[config.mk]
export PLATFORM = sky130hd
export DESIGN_NAME = mips_subset_instruction_executor_unit
export DESIGN_NICKNAME = d
export VERILOG_FILES = /design/src/rtl/core/msie_pkg.sv /design/src/rtl/core/msie_ram.sv /design/src/rtl/core/mips_subset_instruction_executor_unit.sv
export SDC_FILE = /design/constraint.sdc
export NUM_CORES = 2
export LEC_CHECK = 0
export ABC_CLOCK_PERIOD_IN_PS = 9300
export BUFFER_PORTS_ARGS = -buffer_cell sky130_fd_sc_hd__buf_2
export CAP_MARGIN = 10
export CORE_MARGIN = 2
export CORE_UTILIZATION = 45
export DETAILED_ROUTE_END_ITERATION = 7
export GPL_TIMING_DRIVEN = 0
export HOLD_SLACK_MARGIN = 0.03
export SYNTH_ARGS = -nofsm -noshare
export SYNTH_HDL_FRONTEND = slang
export SYNTH_HIERARCHICAL = 1
export SYNTH_SLANG_ARGS = --single-unit
[constraint.sdc]
create_clock -name clk -period 9.3 [get_ports clk]
set_input_delay 1.86 -clock clk [delete_from_list [all_inputs] [get_ports clk]]
set_output_delay 1.86 -clock clk [all_outputs]
set_load 0.02 [all_outputs]
[src/rtl/core/msie_pkg.sv]
// ----------------------------------------------------------------------------
// msie_pkg: shared types and constants for the MIPS subset executor
// Item layouts, opcode and funct codes, register file geometry.
// ----------------------------------------------------------------------------
`default_nettype none

package msie_pkg;

  localparam int unsigned NUM_REGS = 32;
  localparam int unsigned XLEN     = 32;

  localparam logic [31:0] PC_RESET = 32'h0040_0000;

  localparam logic [5:0] OP_RTYPE = 6'b000000;
  localparam logic [5:0] OP_BEQ   = 6'b000100;
  localparam logic [5:0] OP_BNE   = 6'b000101;
  localparam logic [5:0] OP_ADDI  = 6'b001000;
  localparam logic [5:0] OP_ANDI  = 6'b001100;

  localparam logic [5:0] FN_SLL   = 6'b000000;
  localparam logic [5:0] FN_SRL   = 6'b000010;
  localparam logic [5:0] FN_ADD   = 6'b100000;

  localparam logic MODE_EXEC = 1'b0;
  localparam logic MODE_READ = 1'b1;

  typedef struct packed {
    logic        mode;
    logic [31:0] instruction_word;
    logic [4:0]  reg_index;
  } req_t;

  typedef struct packed {
    logic [31:0] next_pc;
    logic        reg_written;
    logic [4:0]  dest_index;
    logic [31:0] write_value;
    logic        branch_taken;
    logic        halted;
    logic [31:0] read_value;
  } rsp_t;

endpackage

`default_nettype wire

[src/rtl/core/msie_ram.sv]
// ----------------------------------------------------------------------------
// msie_ram: generic RAM, one write port, two registered read ports
// Read data updates only on a read enable and holds otherwise.
// ----------------------------------------------------------------------------
`default_nettype none

module msie_ram #(
  parameter int unsigned WIDTH = 32,
  parameter int unsigned DEPTH = 32
) (
  input  wire logic                     clk,
  input  wire logic                     we,
  input  wire logic [$clog2(DEPTH)-1:0] waddr,
  input  wire logic [WIDTH-1:0]         wdata,
  input  wire logic                     re,
  input  wire logic [$clog2(DEPTH)-1:0] raddr_a,
  input  wire logic [$clog2(DEPTH)-1:0] raddr_b,
  output logic      [WIDTH-1:0]         rdata_a,
  output logic      [WIDTH-1:0]         rdata_b
);

  logic [WIDTH-1:0] mem [DEPTH];

  always_ff @(posedge clk) begin
    if (we) begin
      mem[waddr] <= wdata;
    end
    if (re) begin
      rdata_a <= mem[raddr_a];
      rdata_b <= mem[raddr_b];
    end
  end

endmodule

`default_nettype wire

[src/rtl/core/mips_subset_instruction_executor_unit.sv]
// ----------------------------------------------------------------------------
// mips_subset_instruction_executor_unit: MIPS32 subset execute unit
// Runs add, sll, srl, addi, andi, beq and bne against a 32-entry register
// file and a program counter; read mode returns one register.
// ----------------------------------------------------------------------------
// Takes one item per clock unless a result held by rsp_ready stalls it; the
// accept edge registers the item and reads both register file operands from
// a RAM with registered read, and the edge that advances the item registers
// the result from one pass of decode, add, shift or compare, and writes back.
// The write of the item ahead is forwarded, so dependent items need no gap. The
// register file needs no clearing pass after reset: a valid bit per entry
// makes unwritten registers read zero, and register 0 is never written.
`default_nettype none

module mips_subset_instruction_executor_unit (
  input  wire logic          clk,
  input  wire logic          rst,
  input  wire logic          req_valid,
  output logic               req_ready,
  input  wire msie_pkg::req_t req,
  output logic               rsp_valid,
  input  wire logic          rsp_ready,
  output msie_pkg::rsp_t     rsp
);

  import msie_pkg::*;

  localparam int unsigned AW = $clog2(NUM_REGS);

  // stage registers
  logic            s1_valid;
  req_t            s1_req;
  logic            a_fwd, b_fwd;
  logic            a_live, b_live;
  logic [XLEN-1:0] fwd_value;
  logic [31:0]     pc;
  logic [NUM_REGS-1:0] rf_valid;

  logic            accept, adv;
  logic [AW-1:0]   addr_a, addr_b;
  logic [XLEN-1:0] ram_a, ram_b;
  logic [XLEN-1:0] opnd_a, opnd_b;

  logic            wr_en;
  logic [AW-1:0]   wr_addr;
  logic [XLEN-1:0] wr_value;
  logic            pc_load;
  logic [31:0]     pc_next;
  rsp_t            rsp_next;

  assign adv       = s1_valid && (!rsp_valid || rsp_ready);
  assign req_ready = !s1_valid || adv;
  assign accept    = req_valid && req_ready;

  assign addr_a = (req.mode == MODE_READ) ? req.reg_index : req.instruction_word[25:21];
  assign addr_b = req.instruction_word[20:16];

  msie_ram #(
    .WIDTH (XLEN),
    .DEPTH (NUM_REGS)
  ) u_rf (
    .clk     (clk),
    .we      (wr_en),
    .waddr   (wr_addr),
    .wdata   (wr_value),
    .re      (accept),
    .raddr_a (addr_a),
    .raddr_b (addr_b),
    .rdata_a (ram_a),
    .rdata_b (ram_b)
  );

  always_ff @(posedge clk) begin
    if (rst) begin
      s1_valid <= 1'b0;
    end else if (accept) begin
      s1_valid <= 1'b1;
    end else if (adv) begin
      s1_valid <= 1'b0;
    end
  end

  // capture the item with the write landing on the same edge as a bypass
  always_ff @(posedge clk) begin
    if (accept) begin
      s1_req    <= req;
      a_fwd     <= wr_en && (wr_addr == addr_a);
      b_fwd     <= wr_en && (wr_addr == addr_b);
      a_live    <= rf_valid[addr_a];
      b_live    <= rf_valid[addr_b];
      fwd_value <= wr_value;
    end
  end

  assign opnd_a = a_fwd ? fwd_value : (a_live ? ram_a : '0);
  assign opnd_b = b_fwd ? fwd_value : (b_live ? ram_b : '0);

  always_comb begin
    logic [31:0]     word;
    logic [5:0]      op;
    logic [5:0]      fn;
    logic [4:0]      sh;
    logic [15:0]     imm;
    logic [31:0]     imm_sx;
    logic            do_write;
    logic [AW-1:0]   target;
    logic [XLEN-1:0] value;
    logic            taken;
    logic [31:0]     seq_pc;

    word     = s1_req.instruction_word;
    op       = word[31:26];
    fn       = word[5:0];
    sh       = word[10:6];
    imm      = word[15:0];
    imm_sx   = {{16{imm[15]}}, imm};
    do_write = 1'b0;
    target   = word[15:11];
    value    = '0;
    taken    = 1'b0;
    seq_pc   = pc + 32'd4;
    rsp_next = '0;
    pc_next  = pc;
    pc_load  = 1'b0;

    case (op)
      OP_RTYPE: begin
        case (fn)
          FN_ADD: begin
            do_write = 1'b1;
            value    = opnd_a + opnd_b;
          end
          FN_SLL: begin
            do_write = 1'b1;
            value    = opnd_b << sh;
          end
          FN_SRL: begin
            do_write = 1'b1;
            value    = opnd_b >> sh;
          end
          default: do_write = 1'b0;
        endcase
      end
      OP_ADDI: begin
        do_write = 1'b1;
        target   = word[20:16];
        value    = opnd_a + imm_sx;
      end
      OP_ANDI: begin
        do_write = 1'b1;
        target   = word[20:16];
        value    = opnd_a & {16'd0, imm};
      end
      OP_BEQ:  taken = (opnd_a == opnd_b);
      OP_BNE:  taken = (opnd_a != opnd_b);
      default: taken = 1'b0;
    endcase

    if (s1_req.mode == MODE_READ) begin
      rsp_next.next_pc    = pc;
      rsp_next.read_value = opnd_a;
    end else if (word == '0) begin
      rsp_next.next_pc = pc;
      rsp_next.halted  = 1'b1;
    end else begin
      pc_load = 1'b1;
      pc_next = taken ? seq_pc + {imm_sx[29:0], 2'b00} : seq_pc;
      rsp_next.next_pc      = pc_next;
      rsp_next.branch_taken = taken;
      // drop writes to register zero
      if (do_write && (target != '0)) begin
        rsp_next.reg_written = 1'b1;
        rsp_next.dest_index  = target;
        rsp_next.write_value = value;
      end
    end
  end

  assign wr_en    = adv && rsp_next.reg_written;
  assign wr_addr  = rsp_next.dest_index;
  assign wr_value = rsp_next.write_value;

  always_ff @(posedge clk) begin
    if (rst) begin
      pc       <= PC_RESET;
      rf_valid <= '0;
    end else if (adv) begin
      if (pc_load) begin
        pc <= pc_next;
      end
      if (wr_en) begin
        rf_valid[wr_addr] <= 1'b1;
      end
    end
  end

  always_ff @(posedge clk) begin
    if (rst) begin
      rsp_valid <= 1'b0;
    end else if (adv) begin
      rsp_valid <= 1'b1;
    end else if (rsp_ready) begin
      rsp_valid <= 1'b0;
    end
  end

  always_ff @(posedge clk) begin
    if (adv) begin
      rsp <= rsp_next;
    end
  end

`ifndef SYNTHESIS
  a_no_zero_write: assert property (@(posedge clk) disable iff (rst)
    wr_en |-> (wr_addr != '0))
    else $error("write to register zero");

  a_zero_never_valid: assert property (@(posedge clk) disable iff (rst)
    !rf_valid[0])
    else $error("register zero marked written");

  a_stage_hold: assert property (@(posedge clk) disable iff (rst)
    (s1_valid && !adv) |=> (s1_valid && $stable(s1_req)))
    else $error("stalled item lost or changed");

  a_halt_clean: assert property (@(posedge clk) disable iff (rst)
    (rsp_valid && rsp.halted) |-> (!rsp.reg_written && !rsp.branch_taken))
    else $error("halt result carries a write or branch");

  a_reset_empty: assert property (@(posedge clk)
    rst |=> (!s1_valid && !rsp_valid))
    else $error("pipeline not empty after reset");
`endif

endmodule

`default_nettype wire

Word level (Yosys, flattened, before mapping):

Memory sizes are Yosys's and may differ from the RTL's. A register that Yosys moved wholly into a read port is not among the register bits.
Cells that the tools add are included.

* eq/ne operators: 10
* add/sub/neg operators: 4
* multiplexer cells: 32
* shifts and indexed selects: 2
* $lt $le $gt $ge: 4
* bitwise logic cells: 2
* reduce and logical (&&, ||, !) cells: 22

Operators with widths (count)
* 32-bit two-way mux: 7
* 32-bit case mux with 3 select lines: 2
* 32-bit adder: 3
* 40-bit two-way mux: 1
* 39-bit two-way mux: 1
* 38-bit two-way mux: 1
* 32-bit by 3-bit adder with 32-bit output, second input constant: 1
* 32-bit by 16-bit AND with 32-bit output: 1
* 32-bit == test: 1
* 32-bit logical NOT: 1
* 32-bit inequality test: 1
* 32-bit OR: 1
* 32-bit by 5-bit left shift with 32-bit output: 1
* 32-bit by 5-bit >> shifter with 32-bit output: 1
* 5-bit by 6-bit less-than comparator with 1-bit output, second input constant: 3
* 1-bit two-way mux: 13
* 6-bit by 3-bit == test with 1-bit output, second input constant: 2
* 6-bit by 4-bit == test with 1-bit output, second input constant: 2
* 6-bit logical NOT: 2
* 1-bit binary-select mux with 5-bit select: 2
* 5-bit == test: 2
* 5-bit two-way mux: 2
* 1-bit logical AND: 7
* 6-bit by 2-bit == test with 1-bit output, second input constant: 1
* other kinds (11): 17

* input port bits: 42
* memory bits (writable): 1024
* output and inout bits: 106
* bits in registers: 239
* logic and storage cells: 95
* memories: 1

Memories
* u_rf.mem: depth 32, bits a word 32, rd ports 2, clocked after memory_dff 2, wr ports 1, line msie_ram.sv:22 `logic [WIDTH-1:0] mem [DEPTH];`

Logic depth before layout (Yosys ltp):

* word-level depth: 13
* mapped depth: 19
* depth with buffers taken out: 17

Cells and area by module:

Netlist, hierarchy kept.

By module, submodules not included
* msie_ram: times used 1, seq. area each 32671.3 µm², area an instance 50711.1 µm², cells each 3450
* mips_subset_instruction_executor_unit: times used 1, seq. area each 6416.2 µm², area an instance 19028.2 µm², cells each 2079

Least setup slack after synthesis:

No wires, ideal clock.

* path kind: in2reg
* from: input port rsp_ready
* to: register a_fwd (enable)
* setup time: 0.508 ns
* arrival: 5.205 ns
* data required time: 8.792 ns
* setup slack: 3.587 ns
* path buffers: 0
* stages on the path: 3
* path through: nor2b_1 nand2_1 and2_1

* longest elaborated chain between the ends: 4

RTL lines
* from (decl): line mips_subset_instruction_executor_unit.sv:22 `input wire logic rsp_ready,`
* 1-bit logical OR: line mips_subset_instruction_executor_unit.sv:51 `assign adv = s1_valid && (!rsp_valid || rsp_ready);`
* 1-bit logical AND: line mips_subset_instruction_executor_unit.sv:51
* 1-bit logical OR: line mips_subset_instruction_executor_unit.sv:52 `assign req_ready = !s1_valid || adv;`
* named net req_ready: line mips_subset_instruction_executor_unit.sv:19 `output logic req_ready,`
* 1-bit logical AND: line mips_subset_instruction_executor_unit.sv:53 `assign accept = req_valid && req_ready;`
* named net accept: line mips_subset_instruction_executor_unit.sv:39 `logic accept, adv;`
* to (signal assigned): line mips_subset_instruction_executor_unit.sv:87 `a_fwd <= wr_en && (wr_addr == addr_a);`
* to (decl): line mips_subset_instruction_executor_unit.sv:33 `logic a_fwd, b_fwd;`

The timed path passes the listed nets, and every way through them passes these cells.
A chain may end at the register's enable or synchronous reset.

Worst setup path in the final report:

* from: input port req[37] in the netlist's numbering
* to: register u_rf.rdata_a[13], read port of u_rf.mem (data pin)

* longest elaborated chain between the ends: 1

RTL lines
* from (decl): line mips_subset_instruction_executor_unit.sv:20 `input wire msie_pkg::req_t req,`
* 5-bit two-way mux: line mips_subset_instruction_executor_unit.sv:55 `assign addr_a = (req.mode == MODE_READ) ? req.reg_index : req.instruction_word[25:21];`
* named net addr_a[0]: line mips_subset_instruction_executor_unit.sv:40 `logic [AW-1:0] addr_a, addr_b;`
* to (decl): line msie_ram.sv:18 `output logic [WIDTH-1:0] rdata_a,`

The timed path passes the listed nets, and every way through them passes these cells.

==> results.json <==
{
  "run_status": "finished, final reports clean",
  "globalRoute.busiestLayer": "met2",
  "cts_hold_buffers": 0,
  "grt_use_met3": 0.0507,
  "dr.pass1.iters": 6,
  "final_net_count": 6035,
  "drc": 0,
  "cp.arrival_ns": 6.99,
  "syn_area_um2": 69700,
  "ys_seq_area_frac": 0.560,
  "report.final.slew_viol_count": 0,
  "netlist_instances": 5529,
  "min_from": "rf_valid[8]$_SDFFE_PP0P_",
  "peakVddDrop_mv": 0.156,
  "synth-seq-cells": 1323,
  "hold_violations": 0,
  "cts_resized": 0,
  "final_layout_size_suffix_gt1_frac": 0.134,
  "grt_util_met2": 0.513,
  "worstSetupStartpointType": "input port",
  "fin_crit_ns": 6.56,
  "grt_pass1_vias": 49000,
  "vias_per_cell": 6.31,
  "critPathRequiredTime_ns": 9.74,
  "async_flop_share": 0,
  "grt_max_degree": 71,
  "path_clk_slew_ns": 0.06,
  "drt.antenna.violating_nets": 0,
  "place_area_um2": 75100,
  "rsz0062_at_grt": "false",
  "cap_viol_max_count": 0,
  "synth_flop_cell": "edfxtp_1",
  "cp-end-kind": "register",
  "wl_um": 251000,
  "cts_max_path_buffers": 3,
  "grt-ovfl-total": 0,
  "post-route-util": 0.517,
  "grtUsageTotal": 0.313,
  "r2r_start": "b_live$_DFFE_PP_",
  "clock_latency_ns": 0.81,
  "yosys_warnings": 6,
  "htreeDepth": 4,
  "whs_ns": 0.491,
  "finalSetupViolCount": 0,
  "final_area_um2": 79700,
  "io_pins": 148,
  "grt_pass1_wl_um": 355000,
  "area_delta_synth_final_pct": 14.3,
  "wire_per_inst_um": 31.1,
  "die_y_um": 398,
  "start_util": 0.453,
  "die_w_um": 398,
  "post_cts_buffers": 0,
  "gp_congestion": 0.996,
  "crit_fanout": 13,
  "portBuffers": 145,
  "synth.avg_cell_area_um2": 12.6,
  "cts.sinks": 1323,
  "dieArea_um2": 158000,
  "hold_depth": 2,
  "power_density_nw_per_um2": 176,
  "worstHoldPathType": "register to register",
  "regArea_um2": 39100,
  "fin_crit_sh": 0.705,
  "numCtsBuffers": 147,
  "worstRegToRegCells": 16,
  "max_slew.worst_pin.slew_ns": 1.39,
  "cp-startpoint": "req[37]",
  "leakage_nw": 31.3,
  "yosysUniqueCellTypes": 92,
  "synth-edff-count": 1259,
  "path_class": "input port to register",
  "slew_headroom": 0.0702,
  "gr-usage-met1": 0.411,
  "dp_hpwl_um": 188000,
  "dr.first_iter.drc_count": 5630,
  "cts_tree": "done",
  "num_vias": 50900,
  "cts_root_buf": "clkbuf_16",
  "fillers": 13300,
  "antenna_found_initial": 21,
  "tns_ns": 0,
  "max_freq_mhz": 153,
  "coreArea_um2": 154000,
  "finalClockSkew_ns": 0.0340,
  "std_cell_rows": 144,
  "multiInputGateArea_um2": 29000
}
[synth_stat cells, drive strengths merged, types with 5 or more instances]
master	count	area (µm²)
ha	92	1150
nand2b	25	156
nand3	236	1180
o21a	12	90.1
mux2	16	184
a21oi	349	1750
a221oi	14	135
o21ai	149	749
a22o	164	1440
and3	17	106
o22ai	39	244
mux4	61	1370
clkbuf	178	683
nand3b	8	60.1
mux2i	1094	11000
o32ai	5	43.8
a22oi	233	1780
inv	63	236
o211ai	15	126
xnor2	76	666
nor2b	26	165
nor3b	6	55.1
nor3	100	516
a211oi	48	385
a311oi	7	73.8
or2	5	31.3
nand4	13	81.3
xor2	36	315
o21bai	13	97.6
dfxtp	64	1280
or3	12	75.1
a222oi	7	70.1
nand2	387	1460
and4	6	52.6
edfxtp	1259	37800
and2	47	295
buf	201	1400
nor4	16	106
a31oi	81	507
nor2	239	900
a21o	52	392
[path summary, 6_finish.rpt]
check                                                  end  slack, ns
worst min register to register    rf_valid[8]$_SDFFE_PP0P_       0.49
worst max register to register           rsp[80]$_DFFE_PP_       2.93
worst min-delay path              rf_valid[8]$_SDFFE_PP0P_       0.49
worst max-delay path            u_rf/rdata_a[13]$_DFFE_PP_       2.74
[worst max-delay path: stages]
cell     delay, ns
buf_2         0.13
buf_2         0.19
mux2i_1       0.85
inv_2         0.29
buf_1         0.53
nor2_1        0.29
buf_2         0.34
buf_2         0.50
buf_1         0.64
nand2_1       0.11
a31oi_1       0.86
nand3_1       0.37
[per-layer routing]
metal,vias to the layer above,routed length (µm)
met5,-,41
li1,22300,-
met3,521,19200
met1,25600,102000
met4,6,11700
met2,2467,119000
[stage by stage]
stage,setup slack [ns],power (mW),std cells
5_1_grt,2.80,14.4,8060
6_report,2.74,14.0,8062
2_1_floorplan,3.59,7.80,5530
3_5_place_dp,2.05,8.49,7790
4_1_cts,2.91,14.0,8056
3_3_place_gp,0.454,8.48,7719
[cell type report]
cell class / instances / area share
inverter: 63 / 0.00300
multi-input combinational: 3765 / 0.364
tap: 2044 / 0.0321
buffer: 379 / 0.0262
clock inverter: 82 / 0.00841
timing repair buffer: 219 / 0.0270
clock buffer: 184 / 0.0489
antenna: 3 / 0.0000942
sequential: 1323 / 0.490
[registers in the layout, summed over array words and instances, names as in the netlist, 30 cells and up]
signal,count
u_rf/mem,1024
rsp,102
s1_req,33
fwd_value,32
rf_valid,32
u_rf/rdata_a,32
u_rf/rdata_b,32
pc,30
[placed cells by master, fill, tap and decap left out, types with 64 or more instances in the layout]
cell	count
a21oi_1	348
a22o_1	164
a22oi_1	227
a31oi_1	81
buf_2	235
clkbuf_1	206
clkbuf_16	150
dfxtp_1	64
edfxtp_1	1259
ha_1	92
mux2i_1	1094
nand2_1	386
nand3_1	236
nor2_1	206
nor3_1	97
o21ai_0	136
xnor2_1	76
[kinds of logic after synthesis]
kind of cell,share of synthesized area
DFF,0.560
adders and majority gates,0.0174
other,0.0000538
and+or+nand+nor,0.0764
xor gates and xnor gates,0.0141
muxes,0.179
AOI/OAI and AO/OA,0.119
buffers and inverters,0.0333
[where the power goes]
part | switching [mW] | internal [mW] | leakage, nW | total (mW)
Combinational | 1.25 | 0.599 | 14.9 | 1.85
Clock | 2.45 | 3.14 | 2.24 | 5.58
Sequential | 0.0415 | 6.53 | 14.2 | 6.57
Total | 3.74 | 10.3 | 31.3 | 14.0
(Power assumes the default switching activity.)
